===== src/sv/assert_macros.svh =====
// Assertion helpers shared by the RTL modules.
`ifndef ASSERT_MACROS_SVH
`define ASSERT_MACROS_SVH

`ifndef NO_ASSERTIONS

// Property checked on every rising edge while out of reset.
`define AIMD_ASSERT(lbl, clk, rstn, prop) \
  lbl: assert property (@(posedge clk) disable iff (!(rstn)) (prop)) \
    else $error("assertion failed");

// Condition that must never hold while out of reset.
`define AIMD_NEVER(lbl, clk, rstn, cond) \
  lbl: assert property (@(posedge clk) disable iff (!(rstn)) !(cond)) \
    else $error("forbidden condition");

`else

`define AIMD_ASSERT(lbl, clk, rstn, prop)
`define AIMD_NEVER(lbl, clk, rstn, cond)

`endif

`endif


===== src/sv/aimd_pkg.sv =====
`timescale 1ns / 1ps

package aimd_pkg;

  localparam int RAW_WIDTH       = 16;
  localparam int SCALE_WIDTH_DEF = 8;
  localparam int SCALE_KEEP_BITS = 8;
  localparam int AXIS_W          = 20;
  localparam int MAG_W           = 20;
  localparam int THR_W           = 20;
  localparam int RES_W           = 4;
  localparam int SHIFT_W         = 4;
  localparam int NUM_AXES        = 3;
  localparam int AXIS_IDX_W      = 2;
  localparam int MUL_W           = 20;
  localparam int PROD_W          = 2 * MUL_W;
  localparam int SUM_W           = 40;
  localparam int ROOT_STEPS      = SUM_W / 2;
  localparam int CNT_W           = 5;
  localparam int CFG_ADDR_W      = 2;
  localparam int CFG_DATA_W      = 20;

  localparam int RES_MIN         = 8;
  localparam int RES_MAX         = 12;
  localparam int RES_RESET       = 10;
  localparam int SCALE_RESET     = 48;
  localparam int THR_RESET       = 2000;

  typedef enum logic [CFG_ADDR_W-1:0] {
    REG_RESOLUTION = 2'd0,
    REG_SCALE      = 2'd1,
    REG_THRESHOLD  = 2'd2
  } cfg_reg_t;

  typedef enum logic [2:0] {
    ST_IDLE,
    ST_SCALE,
    ST_SQUARE,
    ST_ROOT,
    ST_DONE
  } state_t;

  typedef struct packed {
    logic                  load;
    logic                  scale;
    logic                  square;
    logic                  root;
    logic                  publish;
    logic [AXIS_IDX_W-1:0] idx;
  } cmd_t;

  typedef struct packed {
    logic out_free;
  } stat_t;

endpackage


===== src/sv/aimd_ctrl.sv =====
`timescale 1ns / 1ps
`include "assert_macros.svh"

module aimd_ctrl
  import aimd_pkg::*;
(
  input  logic  clk,
  input  logic  rst_n,
  input  logic  in_tvalid,
  output logic  in_tready,
  input  stat_t stat,
  output cmd_t  cmd
);

  state_t             state_r, state_nxt;
  logic [CNT_W-1:0]   cnt_r, cnt_nxt;

  localparam logic [CNT_W-1:0] AxisLast = CNT_W'(NUM_AXES - 1);
  localparam logic [CNT_W-1:0] RootLast = CNT_W'(ROOT_STEPS - 1);

  always_ff @(posedge clk) begin
    if (!rst_n) begin
      state_r <= ST_IDLE;
      cnt_r   <= '0;
    end else begin
      state_r <= state_nxt;
      cnt_r   <= cnt_nxt;
    end
  end

  always_comb begin
    state_nxt = state_r;
    cnt_nxt   = cnt_r;
    unique case (state_r)
      ST_IDLE: begin
        cnt_nxt = '0;
        if (in_tvalid) state_nxt = ST_SCALE;
      end
      ST_SCALE: begin
        if (cnt_r == AxisLast) begin
          state_nxt = ST_SQUARE;
          cnt_nxt   = '0;
        end else begin
          cnt_nxt = cnt_r + 1'b1;
        end
      end
      ST_SQUARE: begin
        if (cnt_r == AxisLast) begin
          state_nxt = ST_ROOT;
          cnt_nxt   = '0;
        end else begin
          cnt_nxt = cnt_r + 1'b1;
        end
      end
      ST_ROOT: begin
        if (cnt_r == RootLast) begin
          state_nxt = ST_DONE;
          cnt_nxt   = '0;
        end else begin
          cnt_nxt = cnt_r + 1'b1;
        end
      end
      ST_DONE: begin
        if (stat.out_free) state_nxt = ST_IDLE;
      end
      default: state_nxt = ST_IDLE;
    endcase
  end

  always_comb begin
    cmd       = '0;
    cmd.idx   = cnt_r[AXIS_IDX_W-1:0];
    in_tready = 1'b0;
    unique case (state_r)
      ST_IDLE: begin
        in_tready = 1'b1;
        cmd.load  = in_tvalid;
      end
      ST_SCALE:  cmd.scale   = 1'b1;
      ST_SQUARE: cmd.square  = 1'b1;
      ST_ROOT:   cmd.root    = 1'b1;
      ST_DONE:   cmd.publish = stat.out_free;
      default:   cmd         = '0;
    endcase
  end

  `AIMD_ASSERT(a_load_starts_scale, clk, rst_n, cmd.load |=> state_r == ST_SCALE)
  `AIMD_NEVER(a_axis_cnt_range, clk, rst_n,
              (state_r == ST_SCALE || state_r == ST_SQUARE) && cnt_r > AxisLast)
  `AIMD_ASSERT(a_root_done, clk, rst_n,
               (state_r == ST_ROOT && cnt_r == RootLast) |=> state_r == ST_DONE)

endmodule


===== src/sv/aimd_dp.sv =====
`timescale 1ns / 1ps
`include "assert_macros.svh"

module aimd_dp
  import aimd_pkg::*;
#(
  parameter int SCALE_WIDTH = SCALE_WIDTH_DEF
) (
  input  logic                         clk,
  input  logic                         rst_n,
  input  cmd_t                         cmd,
  output stat_t                        stat,
  input  logic [NUM_AXES*RAW_WIDTH-1:0] in_tdata,
  input  logic                         in_tlast,
  input  logic                         cfg_valid,
  output logic                         cfg_ready,
  input  logic [CFG_ADDR_W-1:0]        cfg_addr,
  input  logic [CFG_DATA_W-1:0]        cfg_data,
  output logic                         out_tvalid,
  input  logic                         out_tready,
  output logic [(NUM_AXES*AXIS_W+MAG_W)-1:0] out_tdata,
  output logic [1:0]                   out_tuser,
  output logic                         out_tlast
);

  localparam int REM_W = MAG_W + 3;
  localparam logic signed [PROD_W-1:0] SatHi = PROD_W'((1 << (AXIS_W - 1)) - 1);
  localparam logic signed [PROD_W-1:0] SatLo = -PROD_W'(1 << (AXIS_W - 1));
  localparam logic [SCALE_WIDTH-1:0]  ScaleKeep = SCALE_WIDTH'((1 << SCALE_KEEP_BITS) - 1);

  // Configuration registers
  logic [RES_W-1:0]       res_r;
  logic [SCALE_WIDTH-1:0] scale_r;
  logic [THR_W-1:0]       thr_r;

  // Working registers
  logic signed [RAW_WIDTH-1:0] raw_r  [NUM_AXES];
  logic signed [AXIS_W-1:0]    axis_r [NUM_AXES];
  logic                        last_in_r;
  logic [SUM_W-1:0]            rad_r;
  logic [REM_W-1:0]            rem_r;
  logic [MAG_W-1:0]            root_r;
  logic                        seen_r;

  // Output register
  logic                        out_valid_r, out_valid_nxt;
  logic [AXIS_W-1:0]           ox_r, oy_r, oz_r;
  logic [MAG_W-1:0]            mag_r;
  logic                        over_r, bimp_r, last_r;

  logic [RES_W-1:0]            res_clamp;
  logic [SHIFT_W-1:0]          shift;
  logic signed [RAW_WIDTH-1:0] shifted;
  logic signed [MUL_W-1:0]     mul_a, mul_b;
  logic signed [PROD_W-1:0]    prod;
  logic signed [AXIS_W-1:0]    sat;
  logic [REM_W-1:0]            rem_sh, trial;
  logic                        fits;
  logic                        over;

  assign cfg_ready = 1'b1;

  always_ff @(posedge clk) begin
    if (!rst_n) begin
      res_r   <= RES_W'(RES_RESET);
      scale_r <= SCALE_WIDTH'(SCALE_RESET);
      thr_r   <= THR_W'(THR_RESET);
    end else if (cfg_valid) begin
      unique case (cfg_reg_t'(cfg_addr))
        REG_RESOLUTION: res_r   <= cfg_data[RES_W-1:0];
        REG_SCALE:      scale_r <= SCALE_WIDTH'(cfg_data) & ScaleKeep;
        REG_THRESHOLD:  thr_r   <= cfg_data[THR_W-1:0];
        default: ;
      endcase
    end
  end

  // Resolution outside the supported range is clamped before the shift.
  always_comb begin
    if (res_r < RES_W'(RES_MIN))      res_clamp = RES_W'(RES_MIN);
    else if (res_r > RES_W'(RES_MAX)) res_clamp = RES_W'(RES_MAX);
    else                              res_clamp = res_r;
    shift = SHIFT_W'(RAW_WIDTH) - SHIFT_W'(res_clamp);
  end

  assign shifted = raw_r[cmd.idx] >>> shift;

  // One shared multiplier: scaling in the first pass, squaring in the second.
  always_comb begin
    if (cmd.square) begin
      mul_a = MUL_W'(axis_r[cmd.idx]);
      mul_b = MUL_W'(axis_r[cmd.idx]);
    end else begin
      mul_a = MUL_W'(shifted);
      mul_b = $signed(MUL_W'({1'b0, scale_r}));
    end
  end

  assign prod = mul_a * mul_b;

  always_comb begin
    if (prod > SatHi)      sat = AXIS_W'(SatHi);
    else if (prod < SatLo) sat = AXIS_W'(SatLo);
    else                   sat = prod[AXIS_W-1:0];
  end

  // Restoring square root, one result bit per step.
  assign rem_sh = {rem_r[REM_W-3:0], rad_r[SUM_W-1 -: 2]};
  assign trial  = REM_W'({root_r, 2'b01});
  assign fits   = rem_sh >= trial;

  always_ff @(posedge clk) begin
    if (cmd.load) begin
      raw_r[0]  <= in_tdata[0*RAW_WIDTH +: RAW_WIDTH];
      raw_r[1]  <= in_tdata[1*RAW_WIDTH +: RAW_WIDTH];
      raw_r[2]  <= in_tdata[2*RAW_WIDTH +: RAW_WIDTH];
      last_in_r <= in_tlast;
      rad_r     <= '0;
      rem_r     <= '0;
      root_r    <= '0;
    end
    if (cmd.scale) axis_r[cmd.idx] <= sat;
    if (cmd.square) rad_r <= rad_r + SUM_W'($unsigned(prod));
    if (cmd.root) begin
      rad_r  <= {rad_r[SUM_W-3:0], 2'b00};
      rem_r  <= fits ? rem_sh - trial : rem_sh;
      root_r <= {root_r[MAG_W-2:0], fits};
    end
  end

  assign over = root_r > MAG_W'(thr_r);

  always_ff @(posedge clk) begin
    if (!rst_n) begin
      seen_r <= 1'b0;
    end else if (cmd.publish) begin
      if (last_in_r)  seen_r <= 1'b0;
      else if (over)  seen_r <= 1'b1;
    end
  end

  always_comb begin
    out_valid_nxt = out_valid_r;
    if (cmd.publish)     out_valid_nxt = 1'b1;
    else if (out_tready) out_valid_nxt = 1'b0;
  end

  always_ff @(posedge clk) begin
    if (!rst_n) out_valid_r <= 1'b0;
    else        out_valid_r <= out_valid_nxt;
  end

  always_ff @(posedge clk) begin
    if (cmd.publish) begin
      ox_r   <= axis_r[0];
      oy_r   <= axis_r[1];
      oz_r   <= axis_r[2];
      mag_r  <= root_r;
      over_r <= over;
      bimp_r <= last_in_r && (seen_r || over);
      last_r <= last_in_r;
    end
  end

  assign stat.out_free = !out_valid_r || out_tready;
  assign out_tvalid    = out_valid_r;
  assign out_tdata     = {mag_r, oz_r, oy_r, ox_r};
  assign out_tuser     = {bimp_r, over_r};
  assign out_tlast     = last_r;

  `AIMD_ASSERT(a_publish_shows, clk, rst_n, cmd.publish |=> out_valid_r)
  `AIMD_NEVER(a_bimp_only_last, clk, rst_n, out_valid_r && !last_r && bimp_r)
  `AIMD_NEVER(a_publish_overwrite, clk, rst_n, cmd.publish && out_valid_r && !out_tready)

endmodule


===== src/sv/accel_impact_magnitude_detector.sv =====
`timescale 1ns / 1ps
// Channel  Direction  Handshake            Payload
// in       slave      in_tvalid/in_tready  tdata: raw_x, raw_y, raw_z; tlast: batch_end
// out      master     out_tvalid/out_tready tdata: accel_x/y/z, magnitude;
//                                          tuser: over_threshold, batch_impact; tlast: last
// cfg      slave      cfg_valid/cfg_ready  cfg_addr: register index; cfg_data: value
//
// A sample is taken in a load cycle and goes through the scale, square, root and done states:
// the three axes are scaled, then squared on one shared multiplier, the one-bit-per-step
// square root runs and the done state publishes into the output register. A return to idle
// follows, so a new sample is taken only once the last is published, even while its result
// still waits; a stalled output holds the block in its final state.
// rst_n is synchronous and active low; it restores the defaults and clears the batch flag.

module accel_impact_magnitude_detector
  import aimd_pkg::*;
#(
  parameter int SCALE_WIDTH = SCALE_WIDTH_DEF
) (
  input  logic                                clk,
  input  logic                                rst_n,
  input  logic                                in_tvalid,
  output logic                                in_tready,
  // raw_x [15:0], raw_y [31:16], raw_z [47:32]
  input  logic [NUM_AXES*RAW_WIDTH-1:0]       in_tdata,
  input  logic                                in_tlast,
  input  logic                                cfg_valid,
  output logic                                cfg_ready,
  input  logic [CFG_ADDR_W-1:0]               cfg_addr,
  input  logic [CFG_DATA_W-1:0]               cfg_data,
  output logic                                out_tvalid,
  input  logic                                out_tready,
  // accel_x [19:0], accel_y [39:20], accel_z [59:40], magnitude [79:60]
  output logic [(NUM_AXES*AXIS_W+MAG_W)-1:0]  out_tdata,
  // over_threshold [0], batch_impact [1]
  output logic [1:0]                          out_tuser,
  output logic                                out_tlast
);

  cmd_t  cmd;
  stat_t stat;

  aimd_ctrl u_ctrl (
    .clk       (clk),
    .rst_n     (rst_n),
    .in_tvalid (in_tvalid),
    .in_tready (in_tready),
    .stat      (stat),
    .cmd       (cmd)
  );

  aimd_dp #(
    .SCALE_WIDTH (SCALE_WIDTH)
  ) u_dp (
    .clk        (clk),
    .rst_n      (rst_n),
    .cmd        (cmd),
    .stat       (stat),
    .in_tdata   (in_tdata),
    .in_tlast   (in_tlast),
    .cfg_valid  (cfg_valid),
    .cfg_ready  (cfg_ready),
    .cfg_addr   (cfg_addr),
    .cfg_data   (cfg_data),
    .out_tvalid (out_tvalid),
    .out_tready (out_tready),
    .out_tdata  (out_tdata),
    .out_tuser  (out_tuser),
    .out_tlast  (out_tlast)
  );

endmodule


===== config.mk =====
export PLATFORM = sky130hd
export DESIGN_NAME = accel_impact_magnitude_detector
export DESIGN_NICKNAME = d
export VERILOG_FILES = /design/src/sv/aimd_pkg.sv /design/src/sv/aimd_ctrl.sv /design/src/sv/aimd_dp.sv /design/src/sv/accel_impact_magnitude_detector.sv
export VERILOG_INCLUDE_DIRS = /design/src /design/src/sv
export SDC_FILE = /design/constraint.sdc
export NUM_CORES = 2
export LEC_CHECK = 0
export ABC_AREA = 1
export BUFFER_PORTS_ARGS = -buffer_cell sky130_fd_sc_hd__buf_2
export CORE_MARGIN = 4
export CORE_UTILIZATION = 36
export CTS_CLUSTER_SIZE = 8
export DETAILED_ROUTE_END_ITERATION = 10
export PLACE_DENSITY = 0.59
export SLEW_MARGIN = 20
export SYNTH_ARGS = -nofsm -noshare
export SYNTH_HDL_FRONTEND = slang
export SYNTH_SLANG_ARGS = --single-unit

===== constraint.sdc =====
create_clock -name clk -period 12.4 [get_ports clk]
set_input_delay 1.24 -clock clk [delete_from_list [all_inputs] [get_ports clk]]
set_output_delay 1.24 -clock clk [all_outputs]
set_load 0.02 [all_outputs]

# Yosys cells after proc, flatten, opt, wreduce, memory -nomap -nowiden
# Memories as Yosys holds them, arrays and structs flattened. A register that Yosys moved wholly into a read port is not among the register bits.
# Cells that the tools add are included.
[totals]
inputBits = 76
rom_bits = 0
ram_bits = 108
register_bits = 147
mem_count = 2
latchBits = 0
output_inout_bits = 86
[memory_table]
columns = ["memory", "depth", "word_bits", "rd", "rd_clocked_by_memory_dff", "wr", "line_no", "rtl"]
rows = [
  ["u_dp.axis_r", 3, 20, 4, 3, 1, "aimd_dp.sv:38", "logic signed [AXIS_W-1:0] axis_r [NUM_AXES];"],
  ["u_dp.raw_r", 3, 16, 1, 0, 3, "aimd_dp.sv:37", "logic signed [RAW_WIDTH-1:0] raw_r [NUM_AXES];"],
]
[classes]
n_mul = 1
n_shift = 1
eq_ne = 13
bitwise_logic = 0
add_sub_neg = 4
n_reduce_logical = 19
n_lt_le_gt_ge = 6
muxes = 38
div_mod_pow = 0
[ops]
columns = ["op", "count"]
rows = [
  ["2-to-1 mux 20 bit", 6],
  ["2-to-1 mux 40 bit", 3],
  ["2-to-1 mux 21 bit", 3],
  ["adder 40 bit", 1],
  ["greater-than comparator 40 x 20 -> 1 bit, second input constant", 1],
  ["less-than comparator 40 x 20 -> 1 bit, second input constant", 1],
  ["multiplier 20 x 20 -> 40 bit", 1],
  [">= comparator 23 x 22 -> 1 bit", 1],
  ["subtractor 21 bit", 1],
  ["greater-than comparator 20 bit", 1],
  [">>> shifter 16 x 4 -> 16 bit", 1],
  ["2-to-1 mux 3 bit", 5],
  ["case mux 3 bit (5 select lines)", 1],
  ["case mux 5 bit (3 select lines)", 1],
  ["2-to-1 mux 1 bit", 14],
  ["2-to-1 mux 5 bit", 2],
  ["2-to-1 mux 4 bit", 2],
  ["!= test 2 x 1 -> 1 bit, second input constant", 4],
  ["AND reduction 2 bit", 4],
  ["nonzero test 2 bit", 4],
  ["equality test 3 x 2 -> 1 bit, second input constant", 2],
  ["nonzero test 3 bit", 2],
  ["adder 5 x 1 -> 5 bit, second input constant", 1],
  ["equality test 5 x 2 -> 1 bit, second input constant", 1],
  ["other kinds (18)", 19],
]

# Logic depth before layout (Yosys ltp)
[depth]
word_depth = 10
depth_mapped = 58
depth_no_buf = 56

# By module
# Synthesis repeated with hierarchy kept, for this count alone.
[hier_totals]
cells_unflattened = 4027
hier_area_um2 = 34169.0
[modules_own_cells]
columns = ["mod", "cells_each", "seq_area_each_um2", "instances", "area_each_um2"]
rows = [
  ["aimd_dp", 3941, 9459.1, 1, 33628.5],
  ["aimd_ctrl", 86, 160.2, 1, 540.5],
]

# Least setup slack after synthesis
# OpenSTA, ideal clock, no wires.
[synth_timing]
path_kind = "input to register"
startpoint = "input out_tready"
endpoint = "register u_dp.ox_r[0] (netlist: out_tdata[0]), read port of u_dp.axis_r (enable)"
arrival_time_ps = 9302
stages = 2
slack_ps = 2360
setup_ps = 738
required_time_ps = 11662
path_cell_list = "nor2_1 -> nor4_1"
[synth_lines]
columns = ["item", "line_no", "rtl"]
rows = [
  ["start: declaration", "accel_impact_magnitude_detector.sv:32", "input logic out_tready,"],
  ["end: declaration", "aimd_dp.sv:47", "logic [AXIS_W-1:0] ox_r, oy_r, oz_r;"],
]

# Final worst setup path
[layout_timing]
startpoint = "register u_ctrl.state_r[2]"
endpoint = "register u_dp.rad_r[39], data pin"
[layout_via]
elab_chain_cells = 10
word_cells_on_any_way = 18
classes_between = "add/sub (1); mul (1); eq/ne (4); shift (1); mux (7); reduce/logical (2); memory (2)"
[layout_lines]
columns = ["item", "line_no", "rtl"]
rows = [
  ["start: declaration", "aimd_ctrl.sv:15", "state_t state_r, state_nxt;"],
  ["start signal: assignment", "aimd_ctrl.sv:26", "state_r <= state_nxt;"],
  ["equality test 3 x 1 -> 1 bit (tied with other cells)", "aimd_ctrl.sv:74", "unique case (state_r)"],
  ["OR reduction 5 bit (no source line)", "n/a", ""],
  ["2-to-1 mux 2 bit", "aimd_ctrl.sv:74", ""],
  ["memory read (3 x 16 bit)", "n/a", ""],
  [">>> shifter 16 x 4 -> 16 bit", "aimd_dp.sv:86", "assign shifted = raw_r[cmd.idx] >>> shift;"],
  ["2-to-1 mux 20 bit", "aimd_dp.sv:90", "if (cmd.square) begin"],
  ["multiplier 20 x 20 -> 40 bit", "aimd_dp.sv:99", "assign prod = mul_a * mul_b;"],
  ["adder 40 bit", "aimd_dp.sv:123", "if (cmd.square) rad_r <= rad_r + SUM_W'($unsigned(prod));"],
  ["2-to-1 mux 40 bit", "aimd_dp.sv:123", ""],
  ["2-to-1 mux 40 bit (*)", "aimd_dp.sv:124", "if (cmd.root) begin"],
  ["end signal: assignment", "aimd_dp.sv:123", ""],
  ["end signal: assignment", "aimd_dp.sv:125", "rad_r <= {rad_r[SUM_W-3:0], 2'b00};"],
  ["end: declaration", "aimd_dp.sv:40", "logic [SUM_W-1:0] rad_r;"],
]
# Every way passes the cells marked *; elsewhere a longest branch is shown, timed or not.
# A chain may end at the register's enable or synchronous reset.

==> impl_metrics.ini <==
[sta]
fin_skew_ns = 0.03239
grt_setup_unrepaired = no
setup_viol = 0
fin_crit_ns = 11.68
fmax_ghz = 0.08561
setup_tns_ns = 0
timing.final.crit_share_pct = 94.20
finalHoldViolCount = 0
setup_ws_ns = 0.7198
worst_pin_slew_ns = 1.015
relSlewSlack_pct = 32.29
slew_violations = 0

[clock_tree]
ctsHoldBuffers = 0
clock-sinks = 335
cts_resized = 0
cts_buffer_depth = 3
worstSkewPairLatency_ns = 0.60
cts_buffers = 49
htreeDepth = 2
root_buffer = clkbuf_16
clk_pin_slew_ns = 0.05
postCtsSetupBuffers = 0
cts_tree = built

[floorplanning]
die_w_microns = 312.8
io_pins = 162
die_y_microns = 312.8
start_util_pct = 36.38
coreArea_sq_mm = 0.09194
fp.dieArea_sq_mm = 0.09786
row_count = 111

[logic_synthesis]
synth_top_family_by_area = adder cells
synth-simple-area-share_pct = 17.09
syn_avg_cell_area_sq_um = 8.659
synth_compound_area_share_pct = 8.244
synthMuxAreaShare_pct = 0.1197
syn-cell-area_sq_mm = 0.03345
synth_edf_count = 291
synth-main-ff-cell = edfxtp_1
synthTopCellsByArea = edfxtp_1, fa_1, inv_1
synth-seq-cells = 335
ys_warn_count = 0
synth_seq_area_share_pct = 28.76
synth_xor_area_share_pct = 1.702
synthAdderAreaFrac_pct = 32.29
synth_cell_types = 61
synthArstFlopShare_pct = 0
synthCells = 3863
yosys.area.top_type_share_pct = 26.12
yosysTopAreaCell = edfxtp_1

[worst_setup_path]
arrival_ns = 12.02
critPathMaxFanout = 24
worst_path_max_delay_cell = fa_1
critPathCaptureType = flop
path_class = reg -> reg
worstSetupStartpointType = flop
crit_required_ns = 12.74
cpMostUsedCell = nand2_1
critPathMaxStageDelay_ns = 0.62

[final_layout]
final_area_sq_mm = 0.03718
nNetsFinal = 4727
area_delta_synth_final_pct = 11.14
fin_cells = 5308
drive_gt1_share_pct = 8.831
diodes = 0

[route]
first_pass_iters = 7
viasPerCell = 4.920
vias = 26120
post_drt_wl_per_cell_microns = 19.11
drc = 0
first_iter_violations = 2116
ant_nets = 0
routed_wl_microns = 101400

[global_route]
antenna_found_initial = 1
grt_use_total_pct = 20.74
grt_pass1_wl_microns = 158100
grt_max_degree = 60
gr-total-overflow = 0
grt_pass1_vias = 26660

[run_status]
outcome = complete, no violations

[place]
place_area_sq_mm = 0.03575
place.gp.congestion = 0.9566
hpwl_microns = 84020
dp_slack_ns = 0.7894
placed_cells = 5231
io_buffer_count = 160

[worst_hold_path]
hold_class = reg -> reg

[job]
cap_violations = 0
-- worst max-delay path: cells and delay by family, from the launching register on --
kind	cells	cell delay (ns)
AO/OA/AOI/OAI	3	0.62
adder cells (fa/ha/maj)	9	4.34
buffers and inverters	8	1.16
flip-flops	1	0.49
AND/OR/NAND/NOR	26	4.75
-- Yosys cell counts, types with 11 or more instances --
| cell type | instances |
|---|---|
| xnor2_1 | 25 |
| a21oi_1 | 174 |
| fa_1 | 419 |
| nor2_1 | 336 |
| buf_2 | 24 |
| nand4_1 | 52 |
| a21o_1 | 11 |
| nand2_1 | 725 |
| o21ai_0 | 146 |
| dfxtp_1 | 44 |
| a31oi_1 | 18 |
| ha_1 | 193 |
| clkbuf_1 | 35 |
| nor3_1 | 29 |
| nand2_2 | 16 |
| nor2_2 | 15 |
| o22ai_1 | 26 |
| inv_2 | 21 |
| nand3_1 | 140 |
| edfxtp_1 | 291 |
| xor2_1 | 40 |
| inv_1 | 916 |
| o211ai_1 | 19 |
-- layer usage --
metal	track usage (%)	wire, microns	up-vias
li1	-	-	12420
met1	28.67	45090	12720
met2	34.07	46850	804
met3	2.426	5680	179
met4	6.807	3793	0
met5	0	0	-
-- logic make-up after synthesis --
| group | after synthesis |
|---|---|
| mux | 4 |
| flops | 335 |
| simple gates | 1356 |
| compound gates | 470 |
| xor+xnor | 65 |
| buf+inv | 1019 |
| fa+ha+maj | 612 |
| other cells | 2 |
-- final timing paths --
| check | from | end | slack, ns | cells past startpoint |
|---|---|---|---|---|
| min reg2reg | u_dp.axis_r[0][8] | out_tdata[8] | 0.44 | 0 |
| max reg2reg | u_ctrl.state_r[2] | u_dp.rad_r[39] | 0.72 | 46 |
| min | u_dp.axis_r[0][8] | out_tdata[8] | 0.44 | 0 |
| max | u_ctrl.state_r[2] | u_dp.rad_r[39] | 0.72 | 46 |
-- cell type report --
class | instances | area, sq um
multi-input combinational | 2511 | 19930
clock inverter | 6 | 97.59
clock buffer | 71 | 1330
sequential | 335 | 9619
inverter | 940 | 3530
tap | 1243 | 1555
fill | 9289 | 54760
timing repair buffer | 202 | 1116
-- layout by cell type, fill, tap and decap left out, types with 11 or more instances in the layout --
cell type  count
o21ai_0      146
nor2_1       331
buf_2        160
nand2_2       16
o211ai_1      19
inv_2         22
clkbuf_16     50
a21oi_1      174
o22ai_1       26
nor2_2        20
fa_1         419
edfxtp_1     291
buf_4         42
xor2_1        40
a21o_1        11
inv_1        914
xnor2_1       25
clkbuf_1      21
nor3_1        28
ha_1         193
nand2_1      725
nand4_1       52
dfxtp_1       44
a31oi_1       18
nand3_1      139
-- registers in the layout, indices dropped and copies added (netlist names) --
signal           cells
u_dp.res_r           4
u_dp.axis_r         80
u_dp.last_in_r       1
u_dp.over_r          1
u_dp.root_r         20
u_dp.out_tvalid      1
u_ctrl.cnt_r         5
u_dp.raw_r          48
u_dp.seen_r          1
u_dp.scale_r         8
u_dp.bimp_r          1
out_tdata           60
u_dp.rem_r          21
u_dp.thr_r          20
u_dp.mag_r          20
u_ctrl.state_r       3
u_dp.out_tlast       1
u_dp.rad_r          40
-- metrics by stage --
step / hold WS, ns / utilization [%]
2_1_floorplan: 0.4261 / -
3_3_place_gp: 0.4313 / 38.88
3_5_place_dp: 0.4346 / 38.88
4_1_cts: 0.4421 / 40.44
5_1_grt: 0.4466 / 40.44
6_report: 0.4437 / 40.44
Power is left out: the tool's default activity adds up to more than one toggle a clock period on the data nets, which glitch-free logic cannot reach.
